<file path="config.mk">
export PLATFORM = sky130hd
export DESIGN_NAME = trimmed_mean_window_filter_top_flat
export DESIGN_NICKNAME = d
export VERILOG_FILES = /design/src/hw/rtl/tmw_pkg.sv /design/src/hw/rtl/tmw_sample_if.sv /design/src/hw/rtl/tmw_mean_if.sv /design/src/hw/rtl/trimmed_mean_window_filter_top.sv /design/src/flat_wrapper.sv
export SDC_FILE = /design/constraint.sdc
export NUM_CORES = 1
export LEC_CHECK = 0
export BUFFER_PORTS_ARGS = -buffer_cell sky130_fd_sc_hd__buf_2
export CAP_MARGIN = 25
export CORE_MARGIN = 2
export CORE_UTILIZATION = 45
export DETAILED_ROUTE_END_ITERATION = 7
export SLEW_MARGIN = 20
export SYNTH_ARGS = -nofsm -noshare
export SYNTH_HDL_FRONTEND = slang
export SYNTH_SLANG_ARGS = --single-unit
</file>
<file path="constraint.sdc">
create_clock -name clk_i -period 3.9 [get_ports clk_i]
set_input_delay 0.585 -clock clk_i [delete_from_list [all_inputs] [get_ports clk_i]]
set_output_delay 0.585 -clock clk_i [all_outputs]
set_load 0.01 [all_outputs]
</file>
<file path="src/hw/rtl/tmw_pkg.sv">
// shared constants, types and controller states of the trimmed mean window filter
`default_nettype none

package tmw_pkg;

  // window geometry and field widths
  localparam int unsigned WINDOW      = 15;
  localparam int unsigned SAMPLE_BITS = 16;
  localparam int unsigned OUT_BITS    = 16;
  localparam int unsigned OMIT_BITS   = 3;

  // derived sizes
  localparam int unsigned MAX_TRIM  = (WINDOW - 1) / 2;
  localparam int unsigned RANK_BITS = $clog2(WINDOW);
  localparam int unsigned CNT_BITS  = $clog2(WINDOW + 1);
  localparam int unsigned SUM_BITS  = SAMPLE_BITS + RANK_BITS;
  localparam int unsigned STEP_BITS = $clog2(SUM_BITS);

  typedef logic [SAMPLE_BITS-1:0] sample_t;
  typedef logic [OUT_BITS-1:0]    mean_t;
  typedef logic [OMIT_BITS-1:0]   omit_t;
  typedef logic [RANK_BITS-1:0]   rank_t;
  typedef logic [RANK_BITS:0]     col_t;
  typedef logic [CNT_BITS-1:0]    cnt_t;
  typedef logic [SUM_BITS-1:0]    sum_t;
  typedef logic [STEP_BITS-1:0]   step_t;

  localparam omit_t OMIT_RESET = omit_t'(4);
  localparam rank_t TRIM_LIMIT = rank_t'(MAX_TRIM);
  localparam step_t LAST_BIT   = step_t'(SAMPLE_BITS - 1);
  localparam step_t LAST_DIV   = step_t'(SUM_BITS - 1);

  // controller states
  typedef enum logic [2:0] {
    ST_IDLE,
    ST_COMPARE,
    ST_RANK,
    ST_ACCUM,
    ST_DIVIDE
  } tmw_state_e;

endpackage

`default_nettype wire

</file>
<file path="src/hw/rtl/tmw_sample_if.sv">
// valid/ready channel carrying one raw sample item
`default_nettype none

interface tmw_sample_if;
  import tmw_pkg::*;

  logic    valid;
  logic    ready;
  sample_t sample;

  modport source (output valid, output sample, input ready);
  modport sink   (input valid, input sample, output ready);
endinterface

`default_nettype wire

</file>
<file path="src/hw/rtl/tmw_mean_if.sv">
// valid/ready channel carrying one trimmed mean item
`default_nettype none

interface tmw_mean_if;
  import tmw_pkg::*;

  logic  valid;
  logic  ready;
  mean_t trimmed_mean;

  modport source (output valid, output trimmed_mean, input ready);
  modport sink   (input valid, input trimmed_mean, output ready);
endinterface

`default_nettype wire

</file>
<file path="src/hw/rtl/trimmed_mean_window_filter_top.sv">
// Alpha-trimmed mean filter: a 15-sample sliding window, drops the omit_count
// smallest and largest values and outputs the truncated mean of the rest. The
// datapath is bit serial: the window rotates one bit per cycle, LSB first,
// through a pairwise comparison pass, a rank step that turns the comparison
// flags into ranks, a serial summing pass of the kept values and a restoring
// division by the kept count, one quotient bit per cycle, where the last bit
// waits while an earlier result is still unread on the output. The input
// reopens as the result is loaded into the output register, so no new sample
// is taken before the last one is through. The first sample after reset
// fills the whole window. omit_count is written through cfg_we_i/cfg_wdata_i;
// the user must write it only while the block is idle, as the block does not
// enforce this. It resets to 4 and is clamped to 7.
`default_nettype none

module trimmed_mean_window_filter_top (
  input  wire logic                  clk_i,
  input  wire logic                  rst_ni,
  tmw_sample_if.sink                 in_if,
  tmw_mean_if.source                 out_if,
  input  wire logic                  cfg_we_i,
  input  wire tmw_pkg::omit_t        cfg_wdata_i
);
  import tmw_pkg::*;

  tmw_state_e state_q, state_d;

  logic  primed_q;
  omit_t omit_q;
  step_t step_q;

  sample_t              win_q [WINDOW];
  logic [WINDOW-1:0]    gt_q  [WINDOW];
  logic [WINDOW-1:0]    below_w [WINDOW];
  rank_t                rank_w  [WINDOW];
  logic [WINDOW-1:0]    keep_w, keep_q;
  logic [WINDOW-1:0]    lsb_w;

  sample_t sum_lo_q;
  rank_t   carry_q;
  col_t    col_w;
  sum_t    quo_q, quo_d;
  cnt_t    rem_q, rem_d;
  logic [CNT_BITS:0] trial_w;
  logic    quo_bit_w;

  rank_t trim_w;
  cnt_t  cnt_w;
  cnt_t  hi_w;

  mean_t out_mean_q;
  logic  out_valid_q;

  logic in_ready, accept;
  logic rotate, cmp_en, keep_en, acc_en, div_step, out_load;
  logic last_bit, last_div;

  assign accept   = in_if.valid & in_ready;
  assign last_bit = (step_q == LAST_BIT);
  assign last_div = (step_q == LAST_DIV);

  // configuration register
  always_ff @(posedge clk_i or negedge rst_ni) begin
    if (!rst_ni) begin
      omit_q <= OMIT_RESET;
    end else if (cfg_we_i) begin
      omit_q <= cfg_wdata_i;
    end
  end

  // trim count clamp and number of kept values
  always_comb begin
    trim_w = (rank_t'(omit_q) > TRIM_LIMIT) ? TRIM_LIMIT : rank_t'(omit_q);
    cnt_w  = cnt_t'(WINDOW) - cnt_t'({trim_w, 1'b0});
    hi_w   = cnt_t'(WINDOW) - cnt_t'(trim_w);
  end

  // next state
  always_comb begin
    state_d = state_q;
    case (state_q)
      ST_IDLE:    if (accept)   state_d = ST_COMPARE;
      ST_COMPARE: if (last_bit) state_d = ST_RANK;
      ST_RANK:                  state_d = ST_ACCUM;
      ST_ACCUM:   if (last_bit) state_d = ST_DIVIDE;
      ST_DIVIDE:  if (out_load) state_d = ST_IDLE;
      default:                  state_d = ST_IDLE;
    endcase
  end

  // controller outputs
  always_comb begin
    in_ready = 1'b0;
    rotate   = 1'b0;
    cmp_en   = 1'b0;
    keep_en  = 1'b0;
    acc_en   = 1'b0;
    div_step = 1'b0;
    out_load = 1'b0;
    case (state_q)
      ST_IDLE: begin
        in_ready = 1'b1;
      end
      ST_COMPARE: begin
        cmp_en = 1'b1;
        rotate = 1'b1;
      end
      ST_RANK: begin
        keep_en = 1'b1;
      end
      ST_ACCUM: begin
        acc_en = 1'b1;
        rotate = 1'b1;
      end
      ST_DIVIDE: begin
        div_step = ~(last_div & out_valid_q & ~out_if.ready);
        out_load = last_div & div_step;
      end
      default: begin
        in_ready = 1'b0;
      end
    endcase
  end

  // state and control registers
  always_ff @(posedge clk_i or negedge rst_ni) begin
    if (!rst_ni) begin
      state_q  <= ST_IDLE;
      primed_q <= 1'b0;
      step_q   <= '0;
    end else begin
      state_q <= state_d;
      if (accept) begin
        primed_q <= 1'b1;
      end
      if (accept || keep_en || ((cmp_en || acc_en) && last_bit)) begin
        step_q <= '0;
      end else if (cmp_en || acc_en || div_step) begin
        step_q <= step_q + step_t'(1);
      end
    end
  end

  // window shift line, rotated right one bit per serial cycle
  for (genvar i = 0; i < WINDOW; i++) begin : g_win
    assign lsb_w[i] = win_q[i][0];
    if (i == 0) begin : g_head
      always_ff @(posedge clk_i) begin
        if (accept) begin
          win_q[i] <= in_if.sample;
        end else if (rotate) begin
          win_q[i] <= {win_q[i][0], win_q[i][SAMPLE_BITS-1:1]};
        end
      end
    end else begin : g_tail
      always_ff @(posedge clk_i) begin
        if (accept) begin
          win_q[i] <= primed_q ? win_q[i-1] : in_if.sample;
        end else if (rotate) begin
          win_q[i] <= {win_q[i][0], win_q[i][SAMPLE_BITS-1:1]};
        end
      end
    end
  end

  // pairwise greater-than flags, built LSB first
  for (genvar i = 0; i < WINDOW; i++) begin : g_row
    for (genvar j = i + 1; j < WINDOW; j++) begin : g_col
      always_ff @(posedge clk_i) begin
        if (accept) begin
          gt_q[i][j] <= 1'b0;
        end else if (cmp_en) begin
          gt_q[i][j] <= (lsb_w[i] & ~lsb_w[j]) | (~(lsb_w[i] ^ lsb_w[j]) & gt_q[i][j]);
        end
      end
    end
  end

  // rank of each entry: smaller values, ties broken by position
  for (genvar i = 0; i < WINDOW; i++) begin : g_rank
    for (genvar j = 0; j < WINDOW; j++) begin : g_below
      if (j > i) begin : g_after
        assign below_w[i][j] = gt_q[i][j];
      end else if (j < i) begin : g_before
        assign below_w[i][j] = ~gt_q[j][i];
      end else begin : g_self
        assign below_w[i][j] = 1'b0;
      end
    end
    assign rank_w[i] = rank_t'($countones(below_w[i]));
    assign keep_w[i] = (rank_w[i] >= trim_w) && (cnt_t'(rank_w[i]) < hi_w);
  end

  always_ff @(posedge clk_i) begin
    if (keep_en) begin
      keep_q <= keep_w;
    end
  end

  // serial column sum of the kept entries
  assign col_w = col_t'($countones(keep_q & lsb_w)) + col_t'(carry_q);

  // restoring division step
  always_comb begin
    trial_w   = {rem_q, quo_q[SUM_BITS-1]};
    quo_bit_w = (trial_w >= {1'b0, cnt_w});
    rem_d     = quo_bit_w ? cnt_t'(trial_w - {1'b0, cnt_w}) : trial_w[CNT_BITS-1:0];
    quo_d     = {quo_q[SUM_BITS-2:0], quo_bit_w};
  end

  // sum and division registers
  always_ff @(posedge clk_i) begin
    if (keep_en) begin
      carry_q <= '0;
    end else if (acc_en) begin
      sum_lo_q <= {col_w[0], sum_lo_q[SAMPLE_BITS-1:1]};
      carry_q  <= col_w[RANK_BITS:1];
    end
    if (acc_en && last_bit) begin
      quo_q <= {col_w[RANK_BITS:1], col_w[0], sum_lo_q[SAMPLE_BITS-1:1]};
      rem_q <= '0;
    end else if (div_step) begin
      quo_q <= quo_d;
      rem_q <= rem_d;
    end
  end

  // output register
  always_ff @(posedge clk_i or negedge rst_ni) begin
    if (!rst_ni) begin
      out_valid_q <= 1'b0;
    end else if (out_load) begin
      out_valid_q <= 1'b1;
    end else if (out_if.ready) begin
      out_valid_q <= 1'b0;
    end
  end

  always_ff @(posedge clk_i) begin
    if (out_load) begin
      out_mean_q <= quo_d[OUT_BITS-1:0];
    end
  end

  assign in_if.ready         = in_ready;
  assign out_if.valid        = out_valid_q;
  assign out_if.trimmed_mean = out_mean_q;

endmodule

`default_nettype wire

</file>
<file path="src/flat_wrapper.sv">
// flat-port wrapper written by rule: the top's interface ports become plain ports
module trimmed_mean_window_filter_top_flat import tmw_pkg::*;
  (clk_i, rst_ni, cfg_we_i, cfg_wdata_i, in_if_valid, in_if_sample, in_if_ready, out_if_valid, out_if_trimmed_mean, out_if_ready);
  tmw_sample_if in_if_i ();
  tmw_mean_if out_if_i ();
  input  wire logic clk_i;
  input  wire logic rst_ni;
  input  wire logic cfg_we_i;
  input  wire tmw_pkg::omit_t cfg_wdata_i;
  input wire logic [$bits(in_if_i.valid)-1:0] in_if_valid;
  input wire logic [$bits(in_if_i.sample)-1:0] in_if_sample;
  output wire logic [$bits(in_if_i.ready)-1:0] in_if_ready;
  output wire logic [$bits(out_if_i.valid)-1:0] out_if_valid;
  output wire logic [$bits(out_if_i.trimmed_mean)-1:0] out_if_trimmed_mean;
  input wire logic [$bits(out_if_i.ready)-1:0] out_if_ready;
  assign in_if_i.valid = in_if_valid;
  assign in_if_i.sample = in_if_sample;
  assign in_if_ready = in_if_i.ready;
  assign out_if_valid = out_if_i.valid;
  assign out_if_trimmed_mean = out_if_i.trimmed_mean;
  assign out_if_i.ready = out_if_ready;
  trimmed_mean_window_filter_top u_core (.clk_i(clk_i), .rst_ni(rst_ni), .in_if(in_if_i), .out_if(out_if_i), .cfg_we_i(cfg_we_i), .cfg_wdata_i(cfg_wdata_i));
endmodule
</file>
# Word level (Yosys, flattened, before mapping)

Memory sizes are Yosys's and may differ from the RTL's.
Index checks and enable logic that the tools add are counted.

Register bits: 88
Memory bits (writable): 450
Input port bits: 24
Output and inout bits: 18
Logic and storage cells: 1229
Memories: 2

Add/subtract/negate cells: 214
$lt $le $gt $ge: 31
Equal/unequal tests: 10
Mux-type cells: 161
Bitwise operators: 772
Reduce and logical (&&, ||, !) cells: 28

Memories:

| memory       | words | width | read ports | clocked after Yosys merged registers in | wr ports | RTL line                             | text |
|---|---|---|---|---|---|---|---|
| u_core.win_q | 15    | 16    | 15         | 0                                       | 15       | trimmed_mean_window_filter_top.sv:31 | `sample_t win_q [WINDOW];` |
| u_core.gt_q  | 15    | 14    | 14         | 0                                       | 14       | trimmed_mean_window_filter_top.sv:32 | `logic [WINDOW-1:0] gt_q [WINDOW];` |

Operators by type and width:

| cell                                                                    | number |
|---|---|
| 16-bit two-way mux                                                      | 29 |
| 4-bit adder                                                             | 78 |
| 1-bit NOT                                                               | 227 |
| 1-bit bitwise OR                                                        | 225 |
| 1-bit AND                                                               | 214 |
| 1-bit by 1-bit adder with 2-bit output                                  | 100 |
| 1-bit two-way mux                                                       | 122 |
| 1-bit bitwise XOR                                                       | 105 |
| 4-bit by 1-bit adder with 4-bit output                                  | 18 |
| 4-bit by 3-bit greater-or-equal comparator with 1-bit output            | 15 |
| 4-bit less-than comparator                                              | 15 |
| 20-bit two-way mux                                                      | 2 |
| 5-bit adder                                                             | 6 |
| 1-bit by 4-bit adder with 4-bit output                                  | 6 |
| 1-bit logical AND                                                       | 17 |
| 15-bit AND                                                              | 1 |
| 3-bit case mux with 5 select lines                                      | 1 |
| 3-bit two-way mux                                                       | 4 |
| 5-bit two-way mux                                                       | 2 |
| 2-bit by 1-bit inequality test with 1-bit output, second input constant | 4 |
| 3-bit by 2-bit equality test with 1-bit output, second input constant   | 2 |
| 2-bit nonzero test                                                      | 3 |
| 5-bit by 1-bit adder with 5-bit output                                  | 1 |
| 5-bit by 1-bit adder with 5-bit output, second input constant           | 1 |
| other kinds (15)                                                        | 18 |

# Longest topological paths before layout

Depth after elaboration: 8
Gate-level depth with buffers: 16
Depth with buffers taken out: 16

# Worst setup path after synthesis

OpenSTA, ideal clock, no wires.

Kind: reg2reg
From: mem u_core.win_q[0][96] (netlist bit)
To: reg u_core.carry_q[2]
Setup time: 0.191 ns
Arrival time: 3.940 ns
Required time: 3.709 ns
Setup slack: -0.230 ns
Cell stages (with the launch flop): 17
Buffers on the path: 0
Period minus slack after synthesis: 4.130 ns
Cell sequence: edfxtp_1 > and2_1 > ha_1 > inv_1 > fa_1 > inv_1 > fa_1 > fa_1 > inv_1 > fa_1 > inv_1 > ha_1 > inv_1 > fa_1 > xor2_1 > mux2i_1 > nor2b_1

RTL lines:

| item                 | RTL line                              | text |
|---|---|---|
| start, declared      | trimmed_mean_window_filter_top.sv:31  |  |
| end signal, assigned | trimmed_mean_window_filter_top.sv:216 | `carry_q <= col_w[RANK_BITS:1];` |
| end, declared        | trimmed_mean_window_filter_top.sv:39  | `rank_t carry_q;` |

==> impl_metrics.ini <==
[sta]
skew_ns = 0.0181
setup_viol = 7
fin_crit_ns = 4.03
hold_viol_final = 0
maxSlewViolCount = 0
setup_slack_ns = -0.129
rsz0062_at_grt = yes
hold_slack_ns = 0.224
finalCritPeriodShare = 1.03
max_clock_freq_mhz = 248
tightest_slew_ns = 0.989
max_slew_margin = 0.340

[placed_design]
dp_hpwl_mm = 46.4
placed_cells = 3335
place_congestion = 0.854
numPortBuffers = 41

[logic_synthesis]
synth_edf_count = 411
syn_inst = 2517
syn_area_um2 = 27800
synth.net_count = 3026
yosysWarnings = 0
yosysUniqueCellTypes = 52
synth_seq_cells = 432
ys_seq_area_frac = 0.462
syn_avg_cell_area_um2 = 11.0
async_flop_share = 0.0301
synth_ff_type = edfxtp_1

[run]
drv_cap = 0

[critical_path]
r2r-end = u_core.keep_q[12]
startpoint_type = flip-flop
path_class = reg -> reg
crit_path_top_delay_cell = fa_1
end_kind = flip-flop
r2r-start = u_core.gt_q[6][11]
required_ns = 4.28
arrival_ns = 4.41
r2r.worst_path.cells = 13
cp_max_fo = 2
critical-path-max-stage-delay_ns = 0.57
r2r_setup_slack_ns = -0.13
cp_cell_sequence = buf_4 -> buf_4 -> inv_2 -> ha_4 -> fa_1 -> fa_2 -> fa_2 -> ha_2 -> fa_1 -> buf_6 -> ha_4 -> o21bai_1 -> a22oi_2

[clock_tree]
htree_num_levels = 2
cts_buffers = 48
clk_latency_ns = 0.61
cts_tree = built
cts_buffer_depth = 3
path_clk_slew_ns = 0.06
cts.sinks = 432
clockRootBuffer = clkbuf_16

[die]
fp.dieH_um = 253
fp.dieW_um = 253
start_util = 0.453
die_area_um2 = 63800
io_pins = 42
core_um2 = 61400
rows = 91

[status]
status = complete, but fails checks
violations = setup timing

[finish]
final_util = 0.524
final_nets = 3149
layout_commonest_cell = edfxtp_1
final_cell_mix = edfxtp_1, a21oi_1, inv_1
fillers = 5342
final_cells = 3466
syn_to_final_growth_pct = 15.6
drive_above_1_share = 0.192

[hold_path]
worstHoldStart = cfg_wdata_i[1]
hold_path_class = in -> reg
hold_path_depth = 3
worstHoldEndpoint = u_core.omit_q[1]

[grt]
antenna_found_initial = 3
grt_max_degree = 182
grt_pass1_wl_mm = 106
overflow = 0
grt_pass1_vias = 19000
grt_usage = 0.212

[detailed_routing]
final_antenna_net_count = 0
drt-total-wl_mm = 66.6
drtPass1Iterations = 5
drc_errors = 0
vias = 18500
vias_per_cell = 5.33
drt_iter0_markers = 1068
route.detailed.wl_per_inst_um = 19.2
==> critical path, delay by kind of cell (launching register included) <==
family	cells	cell delay, ns
AOI/OAI and AO/OA	2	0.50
adders and majority gates	7	2.44
buffers and inverters	4	0.49
DFF	1	0.40
==> stage by stage <==
stage,instance area (um^2),TNS [ns],worst slack (ns)
3_5_place_dp,29300,-2.28,-0.205
5_1_grt,32100,-2.04,-0.202
6_report,32100,-0.270,-0.129
4_1_cts,31400,-0.603,-0.0843
2_1_floorplan,27800,-0.773,-0.200
3_3_place_gp,29200,-1.40,-0.159
==> cell usage after synthesis, types with 2 or more instances <==
library cell,number,area (um^2)
edfxtp_1,411,12300
inv_1,340,1280
ha_1,333,4170
a21oi_1,332,1660
o21ai_0,234,1170
nand2_1,223,837
nor2_1,157,589
fa_1,152,3040
buf_2,56,280
clkbuf_1,42,158
mux2_2,32,360
nor2b_1,19,119
xor2_1,18,158
a211oi_1,17,128
and2_1,16,100
a21boi_0,15,113
a22oi_1,15,113
o21bai_1,15,113
dfrtp_1,12,300
buf_6,10,113
dfxtp_1,8,160
buf_4,6,45.0
mux2i_1,6,60.1
o21ai_1,6,30.0
nand2b_1,5,31.3
nand3_1,5,25.0
nor3_1,3,15.0
a21o_1,2,15.0
and3_1,2,12.5
or4_1,2,15.0
xnor2_1,2,17.5
==> per-layer routing <==
metal	part of all wire	global-route usage
met5	0.00033	0
met3	0.040	0.0287
met4	0.031	0.0730
met2	0.48	0.351
met1	0.45	0.289
==> area by class of cell <==
type | instances | area, um^2 | share of cell area
tap | 790 | 988 | 0.0308
inverter | 340 | 1280 | 0.0399
multi-input combinational | 1631 | 14100 | 0.437
clock buffer | 65 | 1280 | 0.0400
clock inverter | 20 | 199 | 0.00619
sequential | 432 | 12800 | 0.399
timing repair buffer | 187 | 1490 | 0.0464
antenna | 1 | 2.50 | 0.0000779
==> registers in the layout, summed over array words and instances (netlist names) <==
signal / flops
u_core.keep_q: 15
u_core.out_if.trimmed_mean: 16
u_core.out_if.valid: 1
u_core.step_q: 5
u_core.win_q: 240
u_core.rem_q: 4
u_core.carry_q: 4
u_core.primed_q: 1
u_core.quo_q: 20
u_core.gt_q: 105
u_core.sum_lo_q: 15
u_core.omit_q: 3
u_core.state_q: 3
==> worst max-delay path by stage <==
| stage | end | cells past startpoint | startpoint |
|---|---|---|---|
| 2_1_floorplan | u_core.carry_q[2] | 16 | u_core.win_q[0][96] |
| 3_3_place_gp | u_core.quo_q[18] | 15 | u_core.win_q[1][64] |
| 3_5_place_dp | u_core.carry_q[2] | 16 | u_core.win_q[1][64] |
| 4_1_cts | u_core.keep_q[0] | 13 | u_core.gt_q[0][6] |
| 5_1_grt | u_core.keep_q[12] | 13 | u_core.gt_q[6][11] |
| 6_report | u_core.keep_q[12] | 13 | u_core.gt_q[6][11] |
==> repair_timing <==
| item | 4_1_cts | 5_1_grt |
|---|---|---|
| hold buffers | 1 | 0 |
| gates resized for setup | 128 | 131 |
| endpoints found under the setup margin | 21 | 21 |
| pin swaps | 130 | 127 |
| setup buffers | 27 | 24 |
| endpoints found under the hold margin | 12 | 0 |
==> kinds of logic after synthesis <==
logic type               after synthesis  synth area share
AND/OR/NAND/NOR                      440            0.0658
multiplexers                          39            0.0155
AO/OA/AOI/OAI                        647             0.124
XOR/XNOR                              20           0.00630
adder cells (fa/ha/maj)              485             0.259
flip-flops                           432             0.462
buffers and inverters                454            0.0673
Power is left out: the tool's default activity adds up to more than one toggle a clock period on the data nets, which glitch-free logic cannot reach.
